## src/hdl/bbr_pkg.sv

```systemverilog
// Shared constants, types and helpers of the 3x3 RGB box blur.
`timescale 1ns / 1ps
package bbr_pkg;

  localparam int MAX_WIDTH  = 1024;
  localparam int MAX_HEIGHT = 1024;
  localparam int CFG_W      = 11;
  localparam int COL_W      = $clog2(MAX_WIDTH);
  localparam int ROW_W      = $clog2(MAX_HEIGHT);
  localparam int SLOT_W     = 2;
  localparam int ADDR_W     = $clog2(3 * MAX_WIDTH);
  localparam int CH_W       = 8;
  localparam int PIX_W      = 3 * CH_W;
  localparam int CSUM_W     = CH_W + 2;
  localparam int WSUM_W     = CH_W + 4;
  // floor(x / 9) == (x * RECIP9) >> RECIP_SH for every window sum of 8-bit channels
  localparam int RECIP9     = 7282;
  localparam int RECIP_SH   = 16;
  localparam int JQ_DEPTH   = 4;
  localparam int RQ_DEPTH   = 4;

  typedef enum logic [0:0] {
    REG_WIDTH  = 1'b0,
    REG_HEIGHT = 1'b1
  } bbr_reg_e;

  // One unit of work for the back end: a pixel write plus window step, or a drain read.
  typedef struct packed {
    logic              drain;
    logic [PIX_W-1:0]  pix;
    logic [SLOT_W-1:0] slot_wr;
    logic [SLOT_W-1:0] slot_a;
    logic [SLOT_W-1:0] slot_b;
    logic [COL_W-1:0]  col;
    logic              emit1;
    logic              emit2;
    logic              interior;
    logic              last;
  } bbr_job_t;

  typedef struct packed {
    logic [CH_W-1:0] red;
    logic [CH_W-1:0] green;
    logic [CH_W-1:0] blue;
    logic            last;
  } bbr_res_t;

  function automatic logic [SLOT_W-1:0] slot_next(input logic [SLOT_W-1:0] s);
    return (s == SLOT_W'(2)) ? SLOT_W'(0) : s + SLOT_W'(1);
  endfunction

  function automatic logic [SLOT_W-1:0] slot_prev(input logic [SLOT_W-1:0] s);
    return (s == SLOT_W'(0)) ? SLOT_W'(2) : s - SLOT_W'(1);
  endfunction

  function automatic logic [ADDR_W-1:0] store_addr(input logic [SLOT_W-1:0] s,
                                                   input logic [COL_W-1:0]  c);
    return ADDR_W'(s) * ADDR_W'(MAX_WIDTH) + ADDR_W'(c);
  endfunction

endpackage

```

## src/hdl/bbr_job_queue.sv

```systemverilog
// Short job queue between the front end and the back end.
`timescale 1ns / 1ps
module bbr_job_queue
  import bbr_pkg::*;
(
  input  logic     clk_i,
  input  logic     rst_ni,
  input  logic     push_i,
  input  bbr_job_t job_i,
  output logic     full_o,
  output logic     valid_o,
  input  logic     pop_i,
  output bbr_job_t job_o
);

  localparam int PTR_W = $clog2(JQ_DEPTH);
  localparam int CNT_W = $clog2(JQ_DEPTH + 1);

  bbr_job_t         slot_q [JQ_DEPTH];
  logic [PTR_W-1:0] wp_q, wp_d;
  logic [PTR_W-1:0] rp_q, rp_d;
  logic [CNT_W-1:0] cnt_q, cnt_d;
  logic             do_push;
  logic             do_pop;

  assign full_o  = (cnt_q == CNT_W'(JQ_DEPTH));
  assign valid_o = (cnt_q != '0);
  assign job_o   = slot_q[rp_q];
  assign do_push = push_i && !full_o;
  assign do_pop  = pop_i && valid_o;

  always_comb begin
    wp_d  = do_push ? wp_q + PTR_W'(1) : wp_q;
    rp_d  = do_pop ? rp_q + PTR_W'(1) : rp_q;
    cnt_d = cnt_q + CNT_W'(do_push) - CNT_W'(do_pop);
  end

  always_ff @(posedge clk_i) begin
    if (do_push) begin
      slot_q[wp_q] <= job_i;
    end
  end

  always_ff @(posedge clk_i or negedge rst_ni) begin
    if (!rst_ni) begin
      wp_q  <= '0;
      rp_q  <= '0;
      cnt_q <= '0;
    end else begin
      wp_q  <= wp_d;
      rp_q  <= rp_d;
      cnt_q <= cnt_d;
    end
  end

endmodule

```

## config.mk

```make
export PLATFORM = sky130hd
export DESIGN_NAME = bbr_job_queue
export DESIGN_NICKNAME = d
export VERILOG_FILES = /design/src/hdl/bbr_pkg.sv /design/src/hdl/bbr_job_queue.sv
export SDC_FILE = /design/constraint.sdc
export NUM_CORES = 1
export LEC_CHECK = 0
export BUFFER_PORTS_ARGS = -buffer_cell sky130_fd_sc_hd__buf_2
export CAP_MARGIN = 5
export CORE_AREA = 4 4 131 108
export DETAILED_ROUTE_END_ITERATION = 8
export DIE_AREA = 0 0 135 112
export PLACE_DENSITY = 0.87
export SLEW_MARGIN = 10
export SYNTH_ARGS = -nofsm -noshare
export SYNTH_HDL_FRONTEND = slang
export SYNTH_SLANG_ARGS = --single-unit
```

## constraint.sdc

```tcl
create_clock -name clk_i -period 5.8 [get_ports clk_i]
set_input_delay 1.16 -clock clk_i [delete_from_list [all_inputs] [get_ports clk_i]]
set_output_delay 1.16 -clock clk_i [all_outputs]
set_load 0.02 [all_outputs]
```

# [Yosys cells after proc, flatten, opt, wreduce, memory -nomap -nowiden]
# Memory sizes are Yosys's and may differ from the RTL's.
# Index checks and enable logic that the tools add are counted.
[op_classes] mux=2 shift=0 bitwise=0 mul=0 n_eq_ne=1 n_div=0 order_cmp=0 add_sub_neg=4 reduce_logical=4
[ops] op="$add A2 B1 Y2 const B" count=2
[ops] op="$add A3 B1 Y3" count=1
[ops] op="$eq A3 B3 Y1 const B" count=1
[ops] op="$reduce_bool A3 Y1" count=1
[ops] op="$sub A3 B1 Y3" count=1
[ops] op="$logic_and A1 B1 Y1" count=2
[ops] op="$mux W1" count=2
[ops] op="$logic_not A1 Y1" count=1
[word_totals] latch_bits=0 word_cells=15 ram_bits=180 romBits=0 output_inout_bits=47 in_bits=49 regBits=7 mem_count=1
[memory_table] name="slot_q" words=4 width=45 rd=1 rd_clocked_by_memory_dff=0 wr=1 line="bbr_job_queue.sv:19" rtl="bbr_job_t slot_q [JQ_DEPTH];"

# [Logic depth before layout (Yosys ltp)]
[logic_depth] ltp_word=5 mapped_depth=9 ltp_nobuf=9

# [Least setup slack after synthesis]
# No wires, ideal clock.
[synth_path] kind="input -> register" from="input port push_i" to="memory slot_q[0][0] in the netlist's numbering, enable pin" slack_ns=3.094 arrival_ns=2.299 required_ns=5.393 path_stages=1 setup_ns=0.407 n_path_buf=0 path_cell_list="and3b_1"
[synth_between] elab_chain_len=3
[synth_lines] element="from (decl)" line="bbr_job_queue.sv:8" rtl="input logic push_i,"
[synth_lines] element="$logic_and A1 B1 Y1" line="bbr_job_queue.sv:29" rtl="assign do_push = push_i && !full_o;"
[synth_lines] element="$mux W1" line="bbr_job_queue.sv:39" rtl="if (do_push) begin"
[synth_lines] element="$mux W1 (not written as such)" line="bbr_job_queue.sv:40" rtl="slot_q[wp_q] <= job_i;"
[synth_lines] element="to (decl)" line="bbr_job_queue.sv:19"
# Every way passes these cells.

==> impl_results.md <==
* Outcome: complete, no violations
* EDFF count, synth at 180
* Root buf cell: clkbuf_16
* Worst Path Arrival at 2.28 ns
* # DRC at 0
* CTS buffer count at 17
* Clk Latency, worst-skew pair at 0.42 ns
* Per-cell routed wire length at roughly 21 µm
* Pwr dens at 531 nW/µm²
* Post-CTS setup buffers at 0
* Post-Synthesis Cells at 275
* Worst Path Max Fanout at 47
* DR vias at a little over 3000
* Mean Syn Cell Area at 25.4 µm²
* Worst reg2reg endpoint: cnt_q[2]$_DFF_PN0_
* Ports at 96
* H-tree depth at 4
* Setup Viol. Count Final at 0
* Setup CP Type: flop to output pin
* Final #Nets at 439
* DRT iter0 DRCs at 206
* Synth top area cells: edfxtp_1 (77%), mux4_2 (15%), dfrtp_1 (2.5%)
* Worst reg-to-reg path cell count at 9
* FF-to-FF setup slack at approximately 3.5 ns
* Synth Register Bits at 187
* Post-synth top area share at 0.774
* Leak at 2.82 nW
* Core ar. at approximately 13000 µm²
* Clock Pin Slew Worst Setup and Hold Paths at 0.06 ns
* Hold Fails Final Rpt at 0
* Vias per inst at 5.47
* Max Fclk at 291 MHz
* Top cells by count, synth: edfxtp_1 (180), mux4_2 (45), dfrtp_1 (7)
* Final non-filler cell total at 570
* Reg2reg start: cnt_q[1]$_DFF_PN0_
* Async S/R FF share, synth at 0.0374
* Post-Route Skew at between 0.006 and 0.007 ns
* Detailed placement HPWL at 7390 µm
* CTS Hold Bufs at 0
* Post-route setup TNS at 0 ns
* Row count at 37
* Worst slew pin tran at 1.18 ns
* Utilization after layout at 0.643
* Pin count of the biggest net entering global routing at 48
* Yosys warns at 0
* Syn nets at 331
* Global-route wire length before repair at 19000 µm
* Min Tclk post-route at 3.44 ns
* CTS tree: done
* Routed wire length at 11900 µm
* GRT Util Overall at 0.172
* First-pass iteration count of the detailed router at 4
* RSZ-0062 raised after global routing: no
* Gp weighted congestion at 0.658
* Worst Path Required at 4.64 ns
* Inst Count DP at 539
* Synth cell types at 22
* Post-CTS Resized at 0
* Slew HR at 0.216
* Critical Path End Type: output pin
* Port bufs at 95
* Initial Util at 0.548
* Synth-to-layout area growth at 17.2%
* Crit path launch type: flop
* # diodes at 0
* Routed Antenna Nets at 0
* Most frequent cell after synthesis: edfxtp_1
* Die H at 112 µm
* Number of global-route vias before repair at 3391
* Most used DFF post-synth: edfxtp_1
* Die area at 15100 µm²
* Register area share after synthesis at 0.800
* Initial antenna violation count at 1
* Layout cells sized above 1 at 0.446
* Fin crit share at 0.593
* MaxCap Viol Count at 0
* Die width at 135 µm
* Clk sink count at 187
* Grt ovf at 0
* Pins Over Slew Limit at 0
* Post-Syn Area at 6980 µm²
* Min-delay worst type: input pin to asynchronous set/reset pin
* VDD IR max at roughly 0.32 mV
* Post-synth top area cell: edfxtp_1
* CTS max path bufs at 2
logic make-up (layout without fill, tap and decap cells):
family,after synthesis,after routing,share of synthesized area
buffers and inverters,15,135,0.0169
AND/OR/NAND/NOR,13,13,0.0151
AO/OA/AOI/OAI,4,4,0.00466
adder cells (fa/ha/maj),7,7,0.0136
multiplexers,45,45,0.145
flip-flops,187,187,0.800
XOR/XNOR,4,4,0.00502
how the worst max path moves through the flow:
stage / slack, ns / start / endpoint
final: 2.36 / rp_q[0]$_DFFE_PN0P_ / job_o[2]
after CTS: 2.26 / rp_q[0]$_DFFE_PN0P_ / job_o[2]
after floorplan: 3.09 / push_i / slot_q[0][0]$_DFFE_PP_
after global placement: 2.72 / rp_q[0]$_DFFE_PN0P_ / job_o[2]
after detailed placement: 2.73 / rp_q[0]$_DFFE_PN0P_ / job_o[2]
after global routing: 2.14 / rp_q[0]$_DFFE_PN0P_ / job_o[2]
state kept, by name, indices dropped and copies added (netlist names):
signal / count
cnt_q: 3
rp_q: 2
slot_q: 180
wp_q: 2
per-layer routing:
layer	vias up	wire, µm	share of wire	GRT usage
met5	-	7	0.00059	0
met4	2	104	0.0087	0.0463
met3	11	739	0.062	0.0659
met2	99	6000	0.50	0.266
met1	1619	5090	0.43	0.234
li1	1388	-	-	-
critical path, stage by stage, from the launching register on:
cell and delay [ns]:
dfrtp_4 1.05, mux4_2 0.63, buf_2 0.18
metrics by stage:
step	area (µm²)	power, W	worst slack [ns]	hold slack [ns]
global route	8180	0.00456	2.14	0.562
floorplan	6980	0.00291	3.09	0.543
detailed placement	7610	0.00330	2.73	0.584
finish	8180	0.00434	2.36	0.580
CTS	8180	0.00441	2.26	0.562
global placement	7610	0.00326	2.72	0.568
cells in the final DEF, fill, tap and decap left out, drive strengths merged, types with 4 or more instances in the layout:
cell type,instances
and3b,4
dfrtp,7
nand2b,4
mux4,45
clkbuf,21
clkinv,6
inv,5
edfxtp,180
ha,6
buf,99
final cells by class:
class	count	area, µm²
well taps	175	219
flip-flops and latches	187	5590
multi-input cells	73	1290
fillers	866	4550
clock inverters	10	125
clock buffers	21	440
repair buffers	99	505
inverters	5	18.8
power breakdown:
| part | internal, W | switching, W |
|---|---|---|
| combinational | 0.000556 | 0.000644 |
| sequential | 0.00179 | 0.000247 |
| clock | 0.000669 | 0.000440 |
Note: power is estimated with default switching activity, not from simulation.
