[config.mk]
export PLATFORM = sky130hd
export DESIGN_NAME = bbr_front_flat
export DESIGN_NICKNAME = d
export VERILOG_FILES = /design/src/hdl/bbr_pkg.sv /design/src/hdl/bbr_stream_if.sv /design/src/hdl/bbr_front.sv /design/src/flat_wrapper.sv
export SDC_FILE = /design/constraint.sdc
export NUM_CORES = 1
export LEC_CHECK = 0
export BUFFER_PORTS_ARGS = -buffer_cell sky130_fd_sc_hd__buf_2
export CAP_MARGIN = 20
export CORE_MARGIN = 4
export CORE_UTILIZATION = 45
export CTS_CLUSTER_DIAMETER = 50
export DETAILED_ROUTE_END_ITERATION = 12
export GPL_TIMING_DRIVEN = 0
export PLACE_DENSITY = 0.76
export SLEW_MARGIN = 30
export SYNTH_ARGS = -nofsm -noshare
export SYNTH_HDL_FRONTEND = slang
export SYNTH_SLANG_ARGS = --single-unit
[constraint.sdc]
create_clock -name clk_i -period 6.69 [get_ports clk_i]
set_clock_uncertainty 0.15 [all_clocks]
set_input_delay 0.669 -clock clk_i [delete_from_list [all_inputs] [get_ports clk_i]]
set_output_delay 0.669 -clock clk_i [all_outputs]
set_load 0.02 [all_outputs]
[src/hdl/bbr_pkg.sv]
// Shared constants, types and helpers of the 3x3 RGB box blur.
`timescale 1ns / 1ps
package bbr_pkg;

  localparam int MAX_WIDTH  = 1024;
  localparam int MAX_HEIGHT = 1024;
  localparam int CFG_W      = 11;
  localparam int COL_W      = $clog2(MAX_WIDTH);
  localparam int ROW_W      = $clog2(MAX_HEIGHT);
  localparam int SLOT_W     = 2;
  localparam int ADDR_W     = $clog2(3 * MAX_WIDTH);
  localparam int CH_W       = 8;
  localparam int PIX_W      = 3 * CH_W;
  localparam int CSUM_W     = CH_W + 2;
  localparam int WSUM_W     = CH_W + 4;
  // floor(x / 9) == (x * RECIP9) >> RECIP_SH for every window sum of 8-bit channels
  localparam int RECIP9     = 7282;
  localparam int RECIP_SH   = 16;
  localparam int JQ_DEPTH   = 4;
  localparam int RQ_DEPTH   = 4;

  typedef enum logic [0:0] {
    REG_WIDTH  = 1'b0,
    REG_HEIGHT = 1'b1
  } bbr_reg_e;

  // One unit of work for the back end: a pixel write plus window step, or a drain read.
  typedef struct packed {
    logic              drain;
    logic [PIX_W-1:0]  pix;
    logic [SLOT_W-1:0] slot_wr;
    logic [SLOT_W-1:0] slot_a;
    logic [SLOT_W-1:0] slot_b;
    logic [COL_W-1:0]  col;
    logic              emit1;
    logic              emit2;
    logic              interior;
    logic              last;
  } bbr_job_t;

  typedef struct packed {
    logic [CH_W-1:0] red;
    logic [CH_W-1:0] green;
    logic [CH_W-1:0] blue;
    logic            last;
  } bbr_res_t;

  function automatic logic [SLOT_W-1:0] slot_next(input logic [SLOT_W-1:0] s);
    return (s == SLOT_W'(2)) ? SLOT_W'(0) : s + SLOT_W'(1);
  endfunction

  function automatic logic [SLOT_W-1:0] slot_prev(input logic [SLOT_W-1:0] s);
    return (s == SLOT_W'(0)) ? SLOT_W'(2) : s - SLOT_W'(1);
  endfunction

  function automatic logic [ADDR_W-1:0] store_addr(input logic [SLOT_W-1:0] s,
                                                   input logic [COL_W-1:0]  c);
    return ADDR_W'(s) * ADDR_W'(MAX_WIDTH) + ADDR_W'(c);
  endfunction

endpackage

[src/hdl/bbr_stream_if.sv]
// Valid/ready stream interfaces for input pixels and output words.
`timescale 1ns / 1ps
interface bbr_in_if;
  logic       valid;
  logic       ready;
  logic       action;
  logic [7:0] red_in;
  logic [7:0] green_in;
  logic [7:0] blue_in;

  modport source (output valid, action, red_in, green_in, blue_in, input ready);
  modport sink   (input valid, action, red_in, green_in, blue_in, output ready);
endinterface


[src/hdl/bbr_front.sv]
// Front end: accepts words, tracks frame position and turns each word it does not ignore into a back-end job.
`timescale 1ns / 1ps
module bbr_front
  import bbr_pkg::*;
(
  input  logic             clk_i,
  input  logic             rst_ni,
  input  logic             restart_i,
  input  logic [CFG_W-1:0] width_i,
  input  logic [CFG_W-1:0] height_i,
  bbr_in_if.sink           in_i,
  input  logic             jq_full_i,
  output logic             jq_push_o,
  output bbr_job_t         jq_job_o
);

  logic [COL_W-1:0]  w_last;
  logic [ROW_W-1:0]  h_last;
  logic              accept;
  logic [ROW_W-1:0]  row_q, row_d;
  logic [COL_W-1:0]  col_q, col_d;
  logic [SLOT_W-1:0] slot_q, slot_d;
  logic              draining_q, draining_d;
  logic [COL_W-1:0]  drain_col_q, drain_col_d;
  logic [SLOT_W-1:0] drain_slot_q, drain_slot_d;

  // clamp sizes to 3..max, kept as last index
  always_comb begin
    if (width_i < CFG_W'(3)) begin
      w_last = COL_W'(2);
    end else if (int'(width_i) > MAX_WIDTH) begin
      w_last = COL_W'(MAX_WIDTH - 1);
    end else begin
      w_last = COL_W'(width_i - CFG_W'(1));
    end
    if (height_i < CFG_W'(3)) begin
      h_last = ROW_W'(2);
    end else if (int'(height_i) > MAX_HEIGHT) begin
      h_last = ROW_W'(MAX_HEIGHT - 1);
    end else begin
      h_last = ROW_W'(height_i - CFG_W'(1));
    end
  end

  assign in_i.ready = !jq_full_i;
  assign accept     = in_i.valid && in_i.ready;

  always_comb begin
    row_d        = row_q;
    col_d        = col_q;
    slot_d       = slot_q;
    draining_d   = draining_q;
    drain_col_d  = drain_col_q;
    drain_slot_d = drain_slot_q;
    jq_push_o    = 1'b0;

    jq_job_o.drain    = 1'b0;
    jq_job_o.pix      = {in_i.red_in, in_i.green_in, in_i.blue_in};
    jq_job_o.slot_wr  = slot_q;
    jq_job_o.slot_a   = slot_prev(slot_q);
    jq_job_o.slot_b   = slot_next(slot_q);
    jq_job_o.col      = col_q;
    jq_job_o.emit1    = (row_q != '0) && (col_q != '0);
    jq_job_o.emit2    = (row_q != '0) && (col_q == w_last);
    jq_job_o.interior = (row_q >= ROW_W'(2)) && (col_q >= COL_W'(2));
    jq_job_o.last     = 1'b0;

    if (restart_i) begin
      row_d       = '0;
      col_d       = '0;
      slot_d      = '0;
      draining_d  = 1'b0;
      drain_col_d = '0;
    end else if (accept) begin
      if (in_i.action) begin
        if (draining_q) begin
          jq_push_o         = 1'b1;
          jq_job_o.drain    = 1'b1;
          jq_job_o.slot_a   = drain_slot_q;
          jq_job_o.col      = drain_col_q;
          jq_job_o.emit1    = 1'b1;
          jq_job_o.emit2    = 1'b0;
          jq_job_o.interior = 1'b0;
          jq_job_o.last     = (drain_col_q == w_last);
          if (drain_col_q == w_last) begin
            draining_d  = 1'b0;
            drain_col_d = '0;
          end else begin
            drain_col_d = drain_col_q + COL_W'(1);
          end
        end
      end else if (!draining_q) begin
        jq_push_o = 1'b1;
        if (col_q == w_last) begin
          col_d = '0;
          if (row_q == h_last) begin
            row_d        = '0;
            slot_d       = '0;
            draining_d   = 1'b1;
            drain_col_d  = '0;
            drain_slot_d = slot_q;
          end else begin
            row_d  = row_q + ROW_W'(1);
            slot_d = slot_next(slot_q);
          end
        end else begin
          col_d = col_q + COL_W'(1);
        end
      end
    end
  end

  always_ff @(posedge clk_i or negedge rst_ni) begin
    if (!rst_ni) begin
      row_q        <= '0;
      col_q        <= '0;
      slot_q       <= '0;
      draining_q   <= 1'b0;
      drain_col_q  <= '0;
      drain_slot_q <= '0;
    end else begin
      row_q        <= row_d;
      col_q        <= col_d;
      slot_q       <= slot_d;
      draining_q   <= draining_d;
      drain_col_q  <= drain_col_d;
      drain_slot_q <= drain_slot_d;
    end
  end

endmodule

[src/flat_wrapper.sv]
// flat-port wrapper written by rule: the top's interface ports become plain ports
module bbr_front_flat import bbr_pkg::*;
  (clk_i, rst_ni, restart_i, width_i, height_i, jq_full_i, jq_push_o, jq_job_o, in_i_valid, in_i_action, in_i_red_in, in_i_green_in, in_i_blue_in, in_i_ready);
  bbr_in_if in_i_i ();
  input  logic clk_i;
  input  logic rst_ni;
  input  logic restart_i;
  input  logic [CFG_W-1:0] width_i;
  input  logic [CFG_W-1:0] height_i;
  input  logic jq_full_i;
  output logic jq_push_o;
  output bbr_job_t jq_job_o;
  input wire logic [$bits(in_i_i.valid)-1:0] in_i_valid;
  input wire logic [$bits(in_i_i.action)-1:0] in_i_action;
  input wire logic [$bits(in_i_i.red_in)-1:0] in_i_red_in;
  input wire logic [$bits(in_i_i.green_in)-1:0] in_i_green_in;
  input wire logic [$bits(in_i_i.blue_in)-1:0] in_i_blue_in;
  output wire logic [$bits(in_i_i.ready)-1:0] in_i_ready;
  assign in_i_i.valid = in_i_valid;
  assign in_i_i.action = in_i_action;
  assign in_i_i.red_in = in_i_red_in;
  assign in_i_i.green_in = in_i_green_in;
  assign in_i_i.blue_in = in_i_blue_in;
  assign in_i_ready = in_i_i.ready;
  bbr_front u_core (.clk_i(clk_i), .rst_ni(rst_ni), .restart_i(restart_i), .width_i(width_i), .height_i(height_i), .in_i(in_i_i), .jq_full_i(jq_full_i), .jq_push_o(jq_push_o), .jq_job_o(jq_job_o));
endmodule
==> Yosys cells after proc, flatten, opt, wreduce, memory -nomap -nowiden <==
Index checks and enable logic that the tools add are counted.
{ "op_classes": {"div": 0, "n_mux": 55, "shifts": 0, "eq_ne": 8, "n_reduce_logical": 16, "addsub": 7, "n_lt_le_gt_ge": 6, "mul": 0, "bitwise_logic": 3} }
{ "op_table": {"columns": ["op", "count"], "rows": [
  ["2-to-1 mux 10 bit", 23],
  ["2-to-1 mux 14 bit", 4],
  ["adder 10 x 1 -> 10 bit, second input constant", 3],
  ["== test 10 bit", 3],
  ["2-to-1 mux 2 bit", 12],
  ["> comparator 11 bit, second input constant", 2],
  ["< comparator 11 x 2 -> 1 bit, second input constant", 2],
  [">= comparator 10 x 2 -> 1 bit, second input constant", 2],
  ["nonzero test 10 bit", 2],
  ["subtractor 10 x 1 -> 10 bit, second input constant", 2],
  ["2-to-1 mux 1 bit", 16],
  ["AND reduction 6 bit", 1],
  ["nonzero test 3 bit", 2],
  ["AND reduction 5 bit", 1],
  ["logical AND 1 bit", 4],
  ["!= test 2 bit, second input constant", 2],
  ["AND reduction 4 bit", 1],
  ["nonzero test 2 bit", 2],
  ["!= test 3 x 2 -> 1 bit, second input constant", 1],
  ["!= test 3 bit, second input constant", 1],
  ["inverter 1 bit", 3],
  ["AND reduction 3 bit", 1],
  ["adder 2 x 1 -> 2 bit, second input constant", 1],
  ["== test 2 bit, second input constant", 1],
  ["3 further kinds", 3]
]} }
{ "totals": {"elab_cells": 101, "out_inout_bits": 47, "mem_bits_rw": 0, "romBits": 0, "memories": 0, "regBits": 35, "latchBits": 0} }

==> Logic depth before layout (Yosys ltp) <==
{ "logic_depth": {"depth_word": 10, "ltp_mapped": 12} }

==> Least setup slack after synthesis <==
OpenSTA, ideal clock, no wires.
{ "synth_path": {"path_type": "input to output", "startpoint": "in width_i[0]", "endpoint": "out jq_job_o[0] (netlist name)", "n_path_buf": 2, "arrival_ns": 3.496, "path_stages": 11, "path_slack_ns": 2.375, "path_cell_list": "inv_1 ha_1 nor4b_1 a31oi_1 buf_2 a2111oi_0 o21ai_0 a221oi_1 nand4_1 clkbuf_1 nor4_1"} }
{ "synth_rtl": {"columns": ["item", "line_no", "source"], "rows": [
  ["start: declaration", "flat_wrapper.sv:8", "input logic [CFG_W-1:0] width_i;"],
  ["end: declaration", "flat_wrapper.sv:12", "output bbr_job_t jq_job_o;"]
]} }

==> impl_metrics.yaml <==
clock_network:
  cts_buffer_depth: 2
  clkSinkCount: 35
  path_clk_slew_ns: 0.07
  clock_latency_ns: 0.29
  cts_resized: 0
  cts_made_buffers: 5
  cts_setup_buffers: 0
  h-tree-depth: 2
  cts_tree: "yes"
  cts-root-buf: "clkbuf_8"
  cts-hold-fix-buffers: 0
synthesis:
  synth_cell_type_count: 71
  synth_area_leader_cell: "dfrtp_1"
  yosys_warnings: 0
  syn_avg_cell_area_sq_um: 7.839
  synthesis.nets: 570
  postSynthCellCount: 505
  synth_top_area_share: 0.2212
  synth_seq_area_share: 0.2212
  synth.area.top_cells: "dfrtp_1, buf_4, ha_1, nand2_1, mux2_2"
  synth_seq_cells: 35
  postSynth.asyncResetShare: 1.000
  synth-main-ff-cell: "dfrtp_1"
  synth_area_sq_um: 3959
  synth_edf_count: 0
worst_setup_path:
  r2r-start: "u_core.col_q[5]"
  regToRegSetupSlack_ns: 3.22
  crit_type: "input pin to primary output"
  worstPathMaxFanout: 9
  crit_required_ns: 5.87
  cp.arrival_ns: 4.23
  startpoint_type: "input pin"
  r2r-end: "u_core.row_q[7]"
  startpoint: "width_i[0]"
  critPathCaptureType: "primary output"
  reg2reg_depth: 8
  crit_end: "jq_job_o[2]"
grt:
  grt_start_max_net_pins: 36
  antenna_found_initial: 0
  grt_first_pass_wirelength_mm: 18.56
  grt-ovfl-total: 0
  grt_pass1_vias: 3953
  grt_util_all_layers: 0.2177
die:
  die_area_sq_um: 10360
  dieWidth_microns: 101.8
  io_pins: 99
  die_y_microns: 101.8
  core_sq_um: 8382
  initial_core_util: 0.4723
  rows: 33
placement:
  dp_cells: 682
  gp_congestion: 0.9005
  dp_hpwl_mm: 8.754
  numPortBuffers: 72
sta:
  final.min_clock_period_ns: 5.049
  whs_ns: 0.3320
  tightest_slew_ns: 0.8898
  setup_viol: 0
  min_period_over_period: 0.7546
  maxSlewViolCount: 0
  rsz0062_at_grt: "false"
  slew_headroom: 0.4036
  final.setup.tns_ns: 0
  fmax_ghz: 0.1981
  final_hold_viol_count: 0
final_layout:
  finalNonFillerCells: 689
  nets: 649
  drive_above_1_share: 0.2295
  layout_commonest_cell: "buf_2"
  final_cell_mix: "buf_2, nand2_1, dfrtp_1"
  syn_to_final_growth_pct: 14.76
  finish.utilization: 0.5420
  diodes: 0
  n_fill_cell: 796
  register_area_sq_um: 875.8
  multi_input_area_sq_um: 2669
power:
  p_leak_uw: 0.002004
  peakVddDrop_uv: 88.02
  pwr_density_cell_nw_per_um2: 106.0
  total_power_uw: 481.6
route:
  vias_per_cell: 6.176
  drt-pass1-iter-count: 5
  ant_nets: 0
  drt_iter0_drc: 261
  via_count: 4255
  routed_wl_mm: 11.36
  drc: 0
  wl_per_cell_microns: 16.48
status:
  status: "finished clean"
flow_run:
  cap_violations: 0
worst_hold_path:
  hp-class: "input pin to async pin"
-- report_power, final --
part / internal [uW] / switching, uW / leakage [uW]
combinational: 42.9 / 69.1 / 0.00147
sequential: 212 / 1.09 / 0.000489
clock: 80.8 / 75.8 / 0.0000470
total: 336 / 146 / 0.00200
-- Yosys cell counts (3+ instances only) --
cell / number
o32ai_1: 3
inv_1: 31
or2_2: 6
nor2b_1: 7
nor4_1: 13
a2111oi_0: 8
or4_1: 7
and2_1: 7
nor2_1: 25
o32a_1: 3
dfrtp_1: 35
a21oi_1: 10
buf_4: 24
nor3_1: 19
ha_1: 13
nand2b_1: 10
o21ai_0: 20
a211oi_1: 4
a221oi_1: 3
a21boi_0: 3
a21o_1: 11
nand2_1: 37
and4_1: 5
nand3_1: 22
xor2_1: 6
mux2_2: 11
o31ai_1: 5
o221ai_1: 7
o21a_1: 9
clkbuf_1: 26
o22ai_1: 3
nand4_1: 14
xnor2_1: 13
or3_1: 8
a211o_1: 4
a22o_1: 4
o311ai_0: 4
nor3b_1: 3
a31oi_1: 5
mux2i_1: 4
and3_1: 12
-- worst min-delay path by stage --
stage                                 startpoint                endpoint  slack, ns  cells after the start
after floorplan                           rst_ni         u_core.col_q[0]       0.22                      0
after global placement    u_core.drain_slot_q[0]  u_core.drain_slot_q[0]       0.32                      1
after detailed placement  u_core.drain_slot_q[1]  u_core.drain_slot_q[1]       0.35                      1
after CTS                                 rst_ni         u_core.col_q[9]       0.36                      1
after global routing      u_core.drain_slot_q[1]  u_core.drain_slot_q[1]       0.38                      1
final                                     rst_ni   u_core.drain_col_q[9]       0.33                      1
-- layout make-up --
class,instances,area share
inverters,31,0.02561
multi-input cells,385,0.5874
plain buffers,54,0.06665
clock buffers,6,0.01818
clock inverters,1,0.001102
well taps,105,0.02892
repair buffers,72,0.07932
flip-flops and latches,35,0.1928
-- critical path: stages --
cell	delay (ns)
buf_2	0.13
inv_1	0.13
ha_1	0.22
nor4b_1	0.65
a31oi_1	0.20
or4_1	0.52
a221oi_1	0.33
o32a_1	0.21
nor4b_2	0.72
and3b_1	0.26
buf_2	0.17
-- flip-flops by register name, indices dropped and copies added, names as in the netlist --
register             count
u_core.draining_q        1
u_core.drain_slot_q      2
u_core.col_q            10
u_core.row_q            10
u_core.drain_col_q      10
u_core.slot_q            2
-- cells by family (layout without fill, tap and decap cells) --
logic type / after synthesis / after routing / share of synthesized area
AO/OA/AOI/OAI: 131 / 131 / 0.2516
adder cells (fa/ha/maj): 13 / 13 / 0.04109
XOR/XNOR: 19 / 19 / 0.04204
flip-flops: 35 / 35 / 0.2212
multiplexers: 17 / 17 / 0.04709
buffers and inverters: 85 / 164 / 0.1059
AND/OR/NAND/NOR: 205 / 205 / 0.2911
-- routing by layer --
| layer | wire (microns) | vias to the layer above | part of all wire | GRT usage |
|---|---|---|---|---|
| li1 | - | 2040 | - | - |
| met1 | 5181 | 2017 | 0.46 | 0.3066 |
| met2 | 5210 | 185 | 0.46 | 0.3521 |
| met3 | 818 | 13 | 0.072 | 0.03237 |
| met4 | 145 | 0 | 0.013 | 0.05112 |
| met5 | 0 | - | 0 | 0 |
-- through the flow --
stage | worst slack (ns) | instance area (sq um)
2_1_floorplan | 2.375 | 3959
3_3_place_gp | 1.676 | 4451
3_5_place_dp | 1.659 | 4456
4_1_cts | 1.650 | 4543
5_1_grt | 1.275 | 4543
6_report | 1.641 | 4543
No activity file was read; power rests on OpenSTA's default activity.
